--- config.mk ---
export PLATFORM = sky130hd
export DESIGN_NAME = fractal_value_noise
export DESIGN_NICKNAME = d
export VERILOG_FILES = /design/src/fvn_pkg.sv /design/src/fvn_datapath.sv /design/src/fvn_ctrl.sv /design/src/fractal_value_noise.sv
export SDC_FILE = /design/constraint.sdc
export NUM_CORES = 2
export LEC_CHECK = 0
export ABC_AREA = 1
export BUFFER_PORTS_ARGS = -buffer_cell sky130_fd_sc_hd__buf_2
export CAP_MARGIN = 0
export CORE_ASPECT_RATIO = 0.8
export CORE_MARGIN = 3
export CORE_UTILIZATION = 57
export DETAILED_ROUTE_END_ITERATION = 16
export PLACE_DENSITY = 0.74
export SLEW_MARGIN = 5
export SYNTH_ARGS = -nofsm -noshare
export SYNTH_HDL_FRONTEND = slang
export SYNTH_SLANG_ARGS = --single-unit
--- constraint.sdc ---
create_clock -name clk_i -period 21.2 [get_ports clk_i]
set_input_delay 4.24 -clock clk_i [delete_from_list [all_inputs] [get_ports clk_i]]
set_output_delay 4.24 -clock clk_i [all_outputs]
set_load 0.03 [all_outputs]
--- src/fvn_pkg.sv ---
// Shared types and constants of the fractal value noise block.
package fvn_pkg;

  // Hash constants
  localparam logic [31:0] MIX_C1   = 32'h7feb352d;
  localparam logic [31:0] MIX_C2   = 32'h846ca68b;
  localparam logic [31:0] AXIS_KX  = 32'h9e3779b9;
  localparam logic [31:0] AXIS_KY  = 32'h85ebca6b;
  localparam logic [31:0] AXIS_KZ  = 32'hc2b2ae35;
  localparam logic [31:0] VAL_MASK = 32'h00ffffff;

  // Seed advance per octave
  localparam logic [31:0] SEED_STEP_2D = 32'd911;
  localparam logic [31:0] SEED_STEP_3D = 32'd577;

  // Quotient bits of the final normalization
  localparam int unsigned DIV_STEPS = 17;

  // Register indexes of the configuration port
  localparam logic [1:0] REG_SEED   = 2'd0;
  localparam logic [1:0] REG_OCTAVE = 2'd1;
  localparam logic [1:0] REG_MODE   = 2'd2;

  localparam logic [3:0] OCTAVE_RESET = 4'd4;

  typedef enum logic [3:0] {
    OP_NONE,
    OP_LOAD,
    OP_EASE,
    OP_AXIS,
    OP_CORNER,
    OP_BLEND,
    OP_ACCUM,
    OP_DIV_INIT,
    OP_DIV_STEP,
    OP_OUT
  } dp_op_e;

  typedef struct packed {
    dp_op_e     op;
    logic [2:0] idx;
    logic [1:0] sub;
    logic [1:0] lvl;
  } cmd_t;

endpackage

--- src/fvn_datapath.sv ---
// Datapath: coordinates, hash unit, ease/blend multiplier, accumulator, divider.
module fvn_datapath #(
  parameter int MAX_OCTAVES   = 8,
  parameter int FRACTION_BITS = 16
) (
  input  logic               clk_i,
  input  fvn_pkg::cmd_t      cmd_i,
  input  logic        [31:0] noise_seed_i,
  input  logic               three_dim_i,
  input  logic signed [31:0] x_coord_i,
  input  logic signed [31:0] y_coord_i,
  input  logic signed [31:0] z_coord_i,
  output logic signed [15:0] noise_value_o
);

  localparam int AW = MAX_OCTAVES + 26;

  function automatic logic [31:0] xs16(input logic [31:0] v);
    return v ^ (v >> 16);
  endfunction

  function automatic logic [31:0] xs15(input logic [31:0] v);
    return v ^ (v >> 15);
  endfunction

  logic [31:0]             coord_q [3];
  logic                    d3_q;
  logic [31:0]             seed_q;
  logic signed [AW-1:0]    acc_q;
  logic [MAX_OCTAVES-1:0]  den_q;
  logic [31:0]             hp_q;
  logic [31:0]             hax_q [3][2];
  logic signed [44:0]      prod_q;
  logic [16:0]             ease_q [3];
  logic [23:0]             pl_q [4];
  logic [23:0]             ph_q [4];
  logic [AW-1:0]           rem_q;
  logic [AW-1:0]           dvs_q;
  logic [16:0]             quo_q;
  logic                    neg_q;
  logic                    zero_q;
  logic [15:0]             out_q;

  logic [31:0] lat_cell [3];
  logic [15:0] frac [3];

  for (genvar a = 0; a < 3; a++) begin : g_axis
    assign lat_cell[a] = 32'($signed(coord_q[a]) >>> FRACTION_BITS);
    if (FRACTION_BITS >= 16) begin : g_trunc
      assign frac[a] = coord_q[a][FRACTION_BITS-1 -: 16];
    end else begin : g_pad
      assign frac[a] = {coord_q[a][FRACTION_BITS-1:0], {(16-FRACTION_BITS){1'b0}}};
    end
  end

  // Axis hash operand
  logic [1:0]  axis;
  logic [31:0] axis_cell;
  logic [31:0] axis_k;
  logic [2:0]  cidx;
  logic [31:0] corner_h;

  assign axis = cmd_i.idx[2:1];
  assign cidx = cmd_i.idx;

  always_comb begin
    unique case (axis)
      2'd0:    begin axis_cell = lat_cell[0]; axis_k = fvn_pkg::AXIS_KX; end
      2'd1:    begin axis_cell = lat_cell[1]; axis_k = fvn_pkg::AXIS_KY; end
      default: begin axis_cell = lat_cell[2]; axis_k = fvn_pkg::AXIS_KZ; end
    endcase
    axis_cell = axis_cell + {31'd0, cmd_i.idx[0]};
  end

  assign corner_h = seed_q ^ hax_q[0][cidx[0]] ^ hax_q[1][cidx[1]] ^ hax_q[2][cidx[2]];

  // Hash multiplier
  logic [31:0] ma, mb, hprod;
  logic        hp_en;
  logic [31:0] hp_fold;

  assign hp_fold = xs16(hp_q);

  always_comb begin
    ma    = xs15(hp_q);
    mb    = fvn_pkg::MIX_C2;
    hp_en = 1'b0;
    unique case (cmd_i.op)
      fvn_pkg::OP_AXIS: begin
        hp_en = (cmd_i.sub != 2'd3);
        unique case (cmd_i.sub)
          2'd0:    begin ma = axis_cell;  mb = axis_k; end
          2'd1:    begin ma = xs16(hp_q); mb = fvn_pkg::MIX_C1; end
          default: begin ma = xs15(hp_q); mb = fvn_pkg::MIX_C2; end
        endcase
      end
      fvn_pkg::OP_CORNER: begin
        hp_en = (cmd_i.sub != 2'd2);
        if (cmd_i.sub == 2'd0) begin
          ma = xs16(corner_h);
          mb = fvn_pkg::MIX_C1;
        end
      end
      default: ;
    endcase
  end

  assign hprod = ma * mb;

  // Ease and blend multiplier
  logic [15:0]        tsel;
  logic [23:0]        ba, bb;
  logic [16:0]        bs;
  logic signed [25:0] m2a;
  logic signed [18:0] m2b;
  logic signed [44:0] prod_d;
  logic signed [28:0] bsum;
  logic [23:0]        bres;

  assign tsel = frac[cmd_i.idx[1:0]];
  assign ba   = pl_q[cmd_i.idx[1:0]];
  assign bb   = ph_q[cmd_i.idx[1:0]];
  assign bs   = ease_q[cmd_i.lvl];

  always_comb begin
    m2a = 26'sd0;
    m2b = 19'sd0;
    unique case (cmd_i.op)
      fvn_pkg::OP_EASE: begin
        if (cmd_i.sub == 2'd0) begin
          m2a = $signed({10'd0, tsel});
          m2b = $signed({3'd0, tsel});
        end else begin
          m2a = $signed({10'd0, prod_q[31:16]});
          m2b = $signed(19'd196608 - {2'd0, tsel, 1'b0});
        end
      end
      fvn_pkg::OP_BLEND: begin
        m2a = $signed({2'd0, bb}) - $signed({2'd0, ba});
        m2b = $signed({2'd0, bs});
      end
      default: ;
    endcase
  end

  assign prod_d = m2a * m2b;
  assign bsum   = $signed({5'd0, ba}) + $signed(prod_q[44:16]);
  assign bres   = bsum[23:0];

  // Octave term and normalization
  logic signed [25:0]      dterm;
  logic [MAX_OCTAVES:0]    den_nx;
  logic [16:0]             qneg;
  logic [15:0]             qsat;

  assign dterm  = $signed({1'b0, pl_q[0], 1'b0}) - 26'sh1000000;
  assign den_nx = {den_q, 1'b1};
  assign qneg   = 17'd0 - quo_q;

  always_comb begin
    if (zero_q) begin
      qsat = 16'd0;
    end else if (neg_q) begin
      qsat = (quo_q > 17'd32768) ? 16'h8000 : qneg[15:0];
    end else begin
      qsat = (quo_q > 17'd32767) ? 16'h7fff : quo_q[15:0];
    end
  end

  always_ff @(posedge clk_i) begin
    if (hp_en) begin
      hp_q <= hprod;
    end
    if (cmd_i.op == fvn_pkg::OP_EASE || (cmd_i.op == fvn_pkg::OP_BLEND && cmd_i.sub == 2'd0)) begin
      prod_q <= prod_d;
    end
    unique case (cmd_i.op)
      fvn_pkg::OP_LOAD: begin
        coord_q[0] <= x_coord_i;
        coord_q[1] <= three_dim_i ? y_coord_i : 32'd0;
        coord_q[2] <= z_coord_i;
        d3_q       <= three_dim_i;
        seed_q     <= noise_seed_i;
        acc_q      <= '0;
        den_q      <= '0;
      end
      fvn_pkg::OP_EASE: begin
        if (cmd_i.sub == 2'd2) begin
          ease_q[cmd_i.idx[1:0]] <= prod_q[32:16];
        end
      end
      fvn_pkg::OP_AXIS: begin
        if (cmd_i.sub == 2'd3) begin
          hax_q[axis][cmd_i.idx[0]] <= hp_fold;
        end
      end
      fvn_pkg::OP_CORNER: begin
        if (cmd_i.sub == 2'd2) begin
          if (cidx[0]) begin
            ph_q[cidx[2:1]] <= hp_fold[23:0] & fvn_pkg::VAL_MASK[23:0];
          end else begin
            pl_q[cidx[2:1]] <= hp_fold[23:0] & fvn_pkg::VAL_MASK[23:0];
          end
        end
      end
      fvn_pkg::OP_BLEND: begin
        // Write the result back into the pair that the next level reads
        if (cmd_i.sub == 2'd1) begin
          if (cmd_i.idx[0]) begin
            ph_q[{1'b0, cmd_i.idx[1]}] <= bres;
          end else begin
            pl_q[{1'b0, cmd_i.idx[1]}] <= bres;
          end
        end
      end
      fvn_pkg::OP_ACCUM: begin
        acc_q      <= (acc_q <<< 1) + {{(AW-26){dterm[25]}}, dterm};
        den_q      <= den_nx[MAX_OCTAVES-1:0];
        coord_q[0] <= coord_q[0] << 1;
        coord_q[1] <= coord_q[1] << 1;
        coord_q[2] <= coord_q[2] << 1;
        seed_q     <= seed_q + (d3_q ? fvn_pkg::SEED_STEP_3D : fvn_pkg::SEED_STEP_2D);
      end
      fvn_pkg::OP_DIV_INIT: begin
        neg_q  <= acc_q[AW-1];
        rem_q  <= acc_q[AW-1] ? AW'(-acc_q) : AW'(acc_q);
        dvs_q  <= AW'(den_q) << 25;
        quo_q  <= '0;
        zero_q <= (den_q == '0);
      end
      fvn_pkg::OP_DIV_STEP: begin
        if (rem_q >= dvs_q) begin
          rem_q <= rem_q - dvs_q;
          quo_q <= {quo_q[15:0], 1'b1};
        end else begin
          quo_q <= {quo_q[15:0], 1'b0};
        end
        dvs_q <= dvs_q >> 1;
      end
      fvn_pkg::OP_OUT: begin
        out_q <= qsat;
      end
      default: ;
    endcase
  end

  assign noise_value_o = out_q;

endmodule

--- src/fvn_ctrl.sv ---
// Controller: sequences the octave phases, the divider and the handshakes.
module fvn_ctrl #(
  parameter int MAX_OCTAVES = 8
) (
  input  logic          clk_i,
  input  logic          rst_ni,
  input  logic          in_valid_i,
  output logic          in_ready_o,
  output logic          out_valid_o,
  input  logic          out_ready_i,
  input  logic [3:0]    octave_count_i,
  output fvn_pkg::cmd_t cmd_o
);

  localparam int OW = $clog2(MAX_OCTAVES + 1);

  typedef enum logic [7:0] {
    S_IDLE   = 8'b0000_0001,
    S_EASE   = 8'b0000_0010,
    S_AXIS   = 8'b0000_0100,
    S_CORNER = 8'b0000_1000,
    S_BLEND  = 8'b0001_0000,
    S_ACCUM  = 8'b0010_0000,
    S_DIVIDE = 8'b0100_0000,
    S_DONE   = 8'b1000_0000
  } state_e;

  state_e        state_q, state_d;
  logic [4:0]    idx_q, idx_d;
  logic [1:0]    sub_q, sub_d;
  logic [1:0]    lvl_q, lvl_d;
  logic [OW-1:0] oct_q, oct_d;
  logic [OW-1:0] n_q, n_d;
  logic          out_valid_q, out_valid_d;
  logic [OW-1:0] n_clamp;
  logic [4:0]    last_j;
  logic          accept;

  assign accept     = in_valid_i && in_ready_o;
  assign in_ready_o = (state_q == S_IDLE);
  assign n_clamp    = (int'(octave_count_i) > MAX_OCTAVES) ? OW'(MAX_OCTAVES)
                                                          : OW'(octave_count_i);

  always_comb begin
    unique case (lvl_q)
      2'd0:    last_j = 5'd3;
      2'd1:    last_j = 5'd1;
      default: last_j = 5'd0;
    endcase
  end

  always_comb begin
    state_d     = state_q;
    idx_d       = idx_q;
    sub_d       = sub_q;
    lvl_d       = lvl_q;
    oct_d       = oct_q;
    n_d         = n_q;
    out_valid_d = out_valid_q && !out_ready_i;
    cmd_o.op    = fvn_pkg::OP_NONE;
    cmd_o.idx   = idx_q[2:0];
    cmd_o.sub   = sub_q;
    cmd_o.lvl   = lvl_q;
    unique case (state_q)
      S_IDLE: begin
        if (accept) begin
          cmd_o.op = fvn_pkg::OP_LOAD;
          n_d      = n_clamp;
          oct_d    = '0;
          idx_d    = '0;
          sub_d    = '0;
          lvl_d    = '0;
          state_d  = (n_clamp == '0) ? S_DIVIDE : S_EASE;
        end
      end
      S_EASE: begin
        cmd_o.op = fvn_pkg::OP_EASE;
        if (sub_q == 2'd2) begin
          sub_d = '0;
          if (idx_q == 5'd2) begin
            idx_d   = '0;
            state_d = S_AXIS;
          end else begin
            idx_d = idx_q + 5'd1;
          end
        end else begin
          sub_d = sub_q + 2'd1;
        end
      end
      S_AXIS: begin
        cmd_o.op = fvn_pkg::OP_AXIS;
        sub_d    = sub_q + 2'd1;
        if (sub_q == 2'd3) begin
          if (idx_q == 5'd5) begin
            idx_d   = '0;
            state_d = S_CORNER;
          end else begin
            idx_d = idx_q + 5'd1;
          end
        end
      end
      S_CORNER: begin
        cmd_o.op = fvn_pkg::OP_CORNER;
        if (sub_q == 2'd2) begin
          sub_d = '0;
          if (idx_q == 5'd7) begin
            idx_d   = '0;
            lvl_d   = '0;
            state_d = S_BLEND;
          end else begin
            idx_d = idx_q + 5'd1;
          end
        end else begin
          sub_d = sub_q + 2'd1;
        end
      end
      S_BLEND: begin
        cmd_o.op = fvn_pkg::OP_BLEND;
        if (sub_q == 2'd1) begin
          sub_d = '0;
          if (idx_q == last_j) begin
            idx_d = '0;
            if (lvl_q == 2'd2) begin
              state_d = S_ACCUM;
            end else begin
              lvl_d = lvl_q + 2'd1;
            end
          end else begin
            idx_d = idx_q + 5'd1;
          end
        end else begin
          sub_d = sub_q + 2'd1;
        end
      end
      S_ACCUM: begin
        cmd_o.op = fvn_pkg::OP_ACCUM;
        oct_d    = oct_q + OW'(1);
        idx_d    = '0;
        sub_d    = '0;
        lvl_d    = '0;
        state_d  = (oct_q + OW'(1) == n_q) ? S_DIVIDE : S_EASE;
      end
      S_DIVIDE: begin
        cmd_o.op = (idx_q == 5'd0) ? fvn_pkg::OP_DIV_INIT : fvn_pkg::OP_DIV_STEP;
        if (idx_q == 5'(fvn_pkg::DIV_STEPS)) begin
          state_d = S_DONE;
        end else begin
          idx_d = idx_q + 5'd1;
        end
      end
      S_DONE: begin
        // Hold the finished value until the output register is free
        if (!out_valid_q || out_ready_i) begin
          cmd_o.op    = fvn_pkg::OP_OUT;
          out_valid_d = 1'b1;
          state_d     = S_IDLE;
        end
      end
      default: state_d = S_IDLE;
    endcase
  end

  always_ff @(posedge clk_i or negedge rst_ni) begin
    if (!rst_ni) begin
      state_q     <= S_IDLE;
      idx_q       <= '0;
      sub_q       <= '0;
      lvl_q       <= '0;
      oct_q       <= '0;
      n_q         <= '0;
      out_valid_q <= 1'b0;
    end else begin
      state_q     <= state_d;
      idx_q       <= idx_d;
      sub_q       <= sub_d;
      lvl_q       <= lvl_d;
      oct_q       <= oct_d;
      n_q         <= n_d;
      out_valid_q <= out_valid_d;
    end
  end

  assign out_valid_o = out_valid_q;

  a_accept_leaves_idle: assert property (@(posedge clk_i) disable iff (!rst_ni)
    accept |=> state_q != S_IDLE)
    else $error("accepted transfer did not start work");

  a_valid_from_done: assert property (@(posedge clk_i) disable iff (!rst_ni)
    $rose(out_valid_q) |-> $past(state_q == S_DONE))
    else $error("result raised outside of done state");

  a_octave_bound: assert property (@(posedge clk_i) disable iff (!rst_ni)
    state_q == S_ACCUM |-> oct_q < n_q)
    else $error("octave counter ran past the octave count");

  a_blend_range: assert property (@(posedge clk_i) disable iff (!rst_ni)
    state_q == S_BLEND |-> (sub_q <= 2'd1 && lvl_q <= 2'd2 && idx_q <= last_j))
    else $error("blend sequencer out of range");

endmodule

--- src/fractal_value_noise.sv ---
// Top level of the fractal value noise block: configuration registers and wiring.
//
// Usage:
//   Input channel (in_valid_i/in_ready_o) carries one sample point x, y, z in
//   signed fixed point; output channel (out_valid_o/out_ready_i) returns one
//   signed Q1.15 noise value per point. A transfer happens when valid and
//   ready are both high at a rising edge.
//   Configuration goes through the APB port: seed at 0x0, octave count at
//   0x4, 2-D/3-D mode at 0x8. Write it only while the block is idle.
// Sequence:
//   The octave count is clamped to MAX_OCTAVES. Each octave, in 2-D and
//   3-D alike, runs the ease phase, six axis hashes and eight corner hashes
//   on one shared 32x32 hash multiplier, the blend phase and one accumulate;
//   the normalization divider then runs one setup step and one step per
//   quotient bit, and a last step loads the output register. The next point
//   is taken only once the previous one leaves the datapath.
// Reset and stall:
//   Reset drops any point in flight, clears the output valid and sets the
//   registers to seed 0, four octaves, 3-D mode. A finished value waits in
//   the output register; a point accepted meanwhile is computed and holds
//   in the done state until that register is free.
module fractal_value_noise #(
  parameter int MAX_OCTAVES   = 8,
  parameter int FRACTION_BITS = 16
) (
  input  logic               clk_i,
  input  logic               rst_ni,
  // APB configuration port
  input  logic               psel,
  input  logic               penable,
  input  logic               pwrite,
  input  logic        [3:0]  paddr,
  input  logic        [31:0] pwdata,
  output logic        [31:0] prdata,
  output logic               pready,
  // Sample input
  input  logic               in_valid_i,
  output logic               in_ready_o,
  input  logic signed [31:0] x_coord_i,
  input  logic signed [31:0] y_coord_i,
  input  logic signed [31:0] z_coord_i,
  // Noise output
  output logic               out_valid_o,
  input  logic               out_ready_i,
  output logic signed [15:0] noise_value_o
);

  logic [31:0]   noise_seed_q;
  logic [3:0]    octave_count_q;
  logic          three_dim_q;
  logic          cfg_wr;
  logic [1:0]    cfg_idx;
  fvn_pkg::cmd_t cmd;

  assign pready  = 1'b1;
  assign cfg_wr  = psel && penable && pwrite && pready;
  assign cfg_idx = paddr[3:2];

  // Register file; writes beyond the last register drop silently
  always_ff @(posedge clk_i or negedge rst_ni) begin
    if (!rst_ni) begin
      noise_seed_q   <= '0;
      octave_count_q <= fvn_pkg::OCTAVE_RESET;
      three_dim_q    <= 1'b1;
    end else if (cfg_wr) begin
      unique case (cfg_idx)
        fvn_pkg::REG_SEED:   noise_seed_q   <= pwdata;
        fvn_pkg::REG_OCTAVE: octave_count_q <= pwdata[3:0];
        fvn_pkg::REG_MODE:   three_dim_q    <= pwdata[0];
        default: ;
      endcase
    end
  end

  always_comb begin
    unique case (cfg_idx)
      fvn_pkg::REG_SEED:   prdata = noise_seed_q;
      fvn_pkg::REG_OCTAVE: prdata = {28'd0, octave_count_q};
      fvn_pkg::REG_MODE:   prdata = {31'd0, three_dim_q};
      default:             prdata = 32'd0;
    endcase
  end

  // Sequencer: owns both handshakes and steps the datapath
  fvn_ctrl #(
    .MAX_OCTAVES (MAX_OCTAVES)
  ) u_ctrl (
    .clk_i          (clk_i),
    .rst_ni         (rst_ni),
    .in_valid_i     (in_valid_i),
    .in_ready_o     (in_ready_o),
    .out_valid_o    (out_valid_o),
    .out_ready_i    (out_ready_i),
    .octave_count_i (octave_count_q),
    .cmd_o          (cmd)
  );

  // Arithmetic: hashing, smoothstep, lerp tree, octave sum and divider
  fvn_datapath #(
    .MAX_OCTAVES   (MAX_OCTAVES),
    .FRACTION_BITS (FRACTION_BITS)
  ) u_datapath (
    .clk_i         (clk_i),
    .cmd_i         (cmd),
    .noise_seed_i  (noise_seed_q),
    .three_dim_i   (three_dim_q),
    .x_coord_i     (x_coord_i),
    .y_coord_i     (y_coord_i),
    .z_coord_i     (z_coord_i),
    .noise_value_o (noise_value_o)
  );

endmodule

**Word-level counts from Yosys, hierarchy flattened**

Memories as Yosys holds them, arrays and structs flattened.
Cells that the tools add are included.

- Register bits: 313
- Memory bits (writable): 531
- Bits of input ports: 139
- Logic and storage cells: 270
- Memories kept: 5

- $add $sub $neg: 14
- $mul: 2
- Order comparisons: 9
- Eq/ne operators: 48
- Mux-type cells: 121
- Bitwise logic cells: 13
- Reduce and logical (&&, ||, !) cells: 36

Memories:

| name | words | width | read ports | clocked after Yosys merged registers in | wr ports | line | source |
|---|---|---|---|---|---|---|---|
| u_datapath.hax_q | 3 | 64 | 3 | 0 | 1 | fvn_datapath.sv:32 | `logic [31:0] hax_q [3][2];` |
| u_datapath.coord_q | 3 | 32 | 3 | 0 | 3 | fvn_datapath.sv:26 | `logic [31:0] coord_q [3];` |
| u_datapath.ph_q | 4 | 24 | 1 | 0 | 1 | fvn_datapath.sv:36 | `logic [23:0] ph_q [4];` |
| u_datapath.pl_q | 4 | 24 | 2 | 0 | 1 | fvn_datapath.sv:35 | `logic [23:0] pl_q [4];` |
| u_datapath.ease_q | 3 | 17 | 1 | 0 | 1 | fvn_datapath.sv:34 | `logic [16:0] ease_q [3];` |

Operator list:

| cell | count |
|---|---|
| 2-to-1 mux 32 bit | 16 |
| case mux 32 bit (2 select lines) | 6 |
| case mux 34 bit (2 select lines) | 3 |
| 2-to-1 mux 16 bit | 6 |
| 2-to-1 mux 8 bit | 12 |
| case mux 32 bit (3 select lines) | 1 |
| bitwise XOR 32 bit | 3 |
| 2-to-1 mux 34 bit | 2 |
| 2-to-1 mux 64 bit | 1 |
| case mux 8 bit (8 select lines) | 1 |
| bitwise XOR 32 x 16 -> 32 bit | 2 |
| case mux 31 bit (2 select lines) | 1 |
| case mux 26 bit (2 select lines) | 1 |
| 2-to-1 mux 5 bit | 10 |
| 2-to-1 mux 24 bit | 2 |
| OR reduction 24 bit | 2 |
| multiplier 26 x 19 -> 40 bit | 1 |
| case mux 19 bit (2 select lines) | 1 |
| case mux 5 bit (7 select lines) | 1 |
| adder 34 bit | 1 |
| greater-or-equal comparator 34 bit | 1 |
| negation 34 bit | 1 |
| case mux 17 bit (2 select lines) | 1 |
| subtractor 34 bit | 1 |
| other kinds (72) | 166 |

**Depth between registers and ports, before layout**

- Depth in word-level cells: 11
- Mapped depth: 56
- Depth with buffers taken out: 53

**Hierarchy**

A second synthesis with hierarchy kept.

- Cell total of the unflattened synthesis: 8815
- Area total of the unflattened synthesis: 76079.2 um^2

By module, submodules not included:

| module | times used | cells an instance | area each (um^2) | sequential area each (um^2) |
|---|---|---|---|---|
| fvn_datapath | 1 | 8267 | 72114.2 | 22912.0 |
| fvn_ctrl | 1 | 304 | 2170.8 | 651.9 |
| fractal_value_noise | 1 | 244 | 1794.2 | 928.4 |

**Worst setup path before layout**

No wires, ideal clock.

- Kind: input port to output port
- Start point: in paddr[3]
- End point: out prdata[11]
- Arrival: 5.259 ns
- Data required time: 16.960 ns
- Path slack: 11.701 ns
- Cell stages on the path: 4
- Path buffers: 1
- Path through: nor2_1 > inv_2 > buf_1 > nor2_1

- Longest elaborated chain between the ends: 2
- Elaborated cells on any way between the ends: 4

Ends and longest elaborated chain:

| item | line | source |
|---|---|---|
| from (decl) | fractal_value_noise.sv:32 | `input logic [3:0] paddr,` |
| == test 2 bit, or another cell as far along | fractal_value_noise.sv:76 | `unique case (cfg_idx)` |
| case mux 32 bit (3 select lines) * | fractal_value_noise.sv:76 |  |
| to (decl) | fractal_value_noise.sv:34 | `output logic [31:0] prdata,` |

Every way passes the cells marked *; elsewhere a longest branch is shown, timed or not.

**Worst setup path after layout**

- Start point: reg u_ctrl.idx_q[1]
- End point: reg u_datapath.prod_q[39], data pin

- Longest elaborated chain between the ends: 8
- Elaborated cells on any way between the ends: 18

Ends and longest elaborated chain:

| item | line | source |
|---|---|---|
| from (decl) | fvn_ctrl.sv:29 | `logic [4:0] idx_q, idx_d;` |
| from (signal assigned) | fvn_ctrl.sv:174 | `idx_q <= idx_d;` |
| NOT 2 -> 3 bit (not written as such) | fvn_datapath.sv:120 | `assign tsel = frac[cmd_i.idx[1:0]];` |
| binary-select mux 16 bit (select 2 bit) | fvn_datapath.sv:120 |  |
| 2-to-1 mux 16 bit (not written as such) (2 in a row) | fvn_datapath.sv:120 |  |
| subtractor 18 x 17 -> 19 bit | fvn_datapath.sv:135 | `m2b = $signed(19'd196608 - {2'd0, tsel, 1'b0});` |
| 2-to-1 mux 19 bit | fvn_datapath.sv:130 | `if (cmd_i.sub == 2'd0) begin` |
| case mux 19 bit (2 select lines) | fvn_datapath.sv:128 | `unique case (cmd_i.op)` |
| multiplier 26 x 19 -> 40 bit * | fvn_datapath.sv:146 | `assign prod_d = m2a * m2b;` |
| via u_datapath.prod_d[39] | fvn_datapath.sv:116 | `logic signed [44:0] prod_d;` |
| to (signal assigned) | fvn_datapath.sv:175 | `prod_q <= prod_d;` |
| to (decl) | fvn_datapath.sv:33 | `logic signed [44:0] prod_q;` |

The timed path passes the listed nets; every way through them passes the cells marked *. The select of a mux whose other input is x is not followed.
A chain may end at the register's enable or synchronous reset.

==> flow_summary.toml <==
[status]
status = "completed"

[timing]
tightest_slew_ps = 1233
clock_skew_ps = 50.23
finalHoldViolCount = 0
fin_crit_sh = 0.5646
holdWs_ps = 512.8
fmax_mhz = 83.55
setup-violations-final = 0
worst_slack_ps = 9231
setup_tns_ps = 0
slew_violations = 0
rsz0062_at_grt = "false"
slew_headroom = 0.1723
finalCriticalPeriod_ps = 11970

[critical_path]
crit_start = "u_ctrl.idx_q[1]$_DFFE_PN0P_"
worst_r2r_path_depth = 40
path_class = "flop to flop"
ff2ff_setup_slack_ps = 9230
r2r-start = "u_ctrl.idx_q[1]$_DFFE_PN0P_"
cp_max_fo = 53
reg2reg_to = "u_datapath.prod_q[39]$_DFFE_PP_"
cpLargestDelayFamily = "adder cells"
start_kind = "flop"
cp.required_ps = 21660
path_buf_inv = 10
slowest_stage = "a2111oi_0"
worst_setup_path_end_kind = "flop"
cpPeakStageDelay_ps = 740
crit_arrival_ps = 12430

[placed_design]
gp_congestion = 0.9923
hpwl_um = 168400
pre_cts_ws_ps = 9318
io_buffers = 186

[layout]
nets = 10020
final_common_cell = "nand2_1"
utilization = 0.6220
drive_gt1_frac = 0.06560
multiInputGateArea_um2 = 42600
seqCellArea_um2 = 24500
layout-area-overhead-vs-synth_pct = 7.979
final_cell_mix = "nand2_1 (2049), inv_1 (1754), fa_1 (823), edfxtp_1 (763), nor2_1 (640)"
fillers = 10810

[clock_network]
cts_hold_repair.buffers = 0
cts_buffer_depth = 3
clk_pin_slew_worst_paths_ps = 60
cts_setup_buffers = 0
cts_made_buffers = 88
cts.sinks = 826
cts_resized = 0
cts_tree = "done"
clk_latency_ps = 730
root_buffer = "clkbuf_16"
cts.htree.levels = 3

[die]
die_height_um = 329.9
dieWidth_um = 410.9
die-area_um2 = 135500
ioPinCount = 190
fp-row-count = 118
start_util = 0.5760
coreArea_um2 = 129800

[detailed_routing]
via_per_inst = 5.617
drtPass1Iterations = 6
wirelength_um = 217700
drt-wirelength-per-cell_um = 20.72
drc = 0
first_iter_violations = 5874
vias = 59020
antenna_left = 0

[flow_run]
drv_cap = 0

[worst_hold_path]
hold_class = "flop to flop"
hold_end = "octave_count_q[2]$_DFFE_PN1P_"
worstHoldStart = "octave_count_q[2]$_DFFE_PN1P_"
hold_depth = 2

[synth]
synth.avg_cell_area_um2 = 8.718
synth_seq_cells = 826
yosysSeqAreaShare = 0.3277
synth_area_leaders = "edfxtp_1 (31%), fa_1 (22%), nand2_1 (10%)"
yosysTopAreaCellShare = 0.3065
async_flop_share = 0.07627
synthFlopType = "edfxtp_1"
syn_area_um2 = 74750
yosysWarnings = 0
synth_top_cell_by_area = "edfxtp_1"
synth_cells = 8574
synth_edf_count = 763
ys_types = 74

[global_routing]
grt_first_pass_wirelength_um = 337300
antenna_found_initial = 0
grt_max_degree = 98
grt-ovfl-total = 0
grt_usage = 0.3253
first_global_vias = 58870
## metal layers
layer  GRT usage  wire [um]  up-vias
met5           0          0        -
met4      0.1341      10320        0
met3     0.06849      21550      509
met2      0.5164      99010     2765
met1      0.4383      86790    28690
li1            -          -    27060
## worst reg2reg max path: cells and delay by family, from the launching register on
kind	cells	cell delay, ps
flip-flops	1	660
adder cells (fa/ha/maj)	9	4060
buffers and inverters	10	2270
AO/OA/AOI/OAI	10	2840
XOR/XNOR	2	370
AND/OR/NAND/NOR	9	1540
## how the worst max path moves through the flow
| stage | end | cells after the start |
|---|---|---|
| final | u_datapath.prod_q[39]$_DFFE_PP_ | 40 |
| after floorplan | prdata[11] | 4 |
| after global placement | u_datapath.prod_q[35]$_DFFE_PP_ | 41 |
| after detailed placement | u_datapath.prod_q[39]$_DFFE_PP_ | 40 |
| after CTS | u_datapath.prod_q[39]$_DFFE_PP_ | 40 |
| after global routing | u_datapath.prod_q[35]$_DFFE_PP_ | 41 |
## cell families (layout without fill, tap and decap cells)
kind of cell | Yosys count | count (layout) | synth area share
other | 2 | 10 | 0.0001005
muxes | 4 | 4 | 0.0005356
xor gates and xnor gates | 267 | 267 | 0.03169
AOI/OAI and AO/OA | 1018 | 1018 | 0.07760
adders and majority gates | 1187 | 1187 | 0.2813
DFF | 826 | 826 | 0.3277
buffers and inverters | 2052 | 2238 | 0.1051
and+or+nand+nor | 3218 | 3218 | 0.1760
## state kept, by name, indices dropped and copies added, names as in the netlist, 33 cells and up
signal and cells:
u_datapath.acc_q 33, u_datapath.coord_q 96, u_datapath.dvs_q 33, u_datapath.ease_q 51, u_datapath.hax_q 192, u_datapath.ph_q 96
u_datapath.pl_q 96, u_datapath.rem_q 34
## cell usage after synthesis, drive strengths merged, types with 24 or more instances
library cell and count:
nand2 2070, inv 1781, fa 823, edfxtp 763
nor2 668, o21ai 434, ha 364, a21oi 354
nand3 279, clkbuf 191, xor2 161, xnor2 106
nand4 74, buf 72, nor3 62, dfrtp 60
a221oi 36, a31oi 27, o211ai 25, o21a 25
a22o 24
## area by class of cell
class,count,area share
Multi-Input combinational cell,5701,0.5278
Sequential cell,826,0.3035
Inverter,1789,0.08335
Clock buffer,113,0.02894
Tap cell,1740,0.02697
Timing Repair Buffer,284,0.02065
Clock inverter,52,0.008696
Antenna cell,3,0.00009301
## stage by stage
stage | cells | cell area, um2
3_5_place_dp | 10340 | 77670
2_1_floorplan | 8579 | 74770
4_1_cts | 10510 | 80710
6_report | 10510 | 80710
3_3_place_gp | 10340 | 77670
5_1_grt | 10510 | 80710
Power is not shown: default switching activity piles up to over one toggle a cycle in this logic, so the estimate is an artifact.
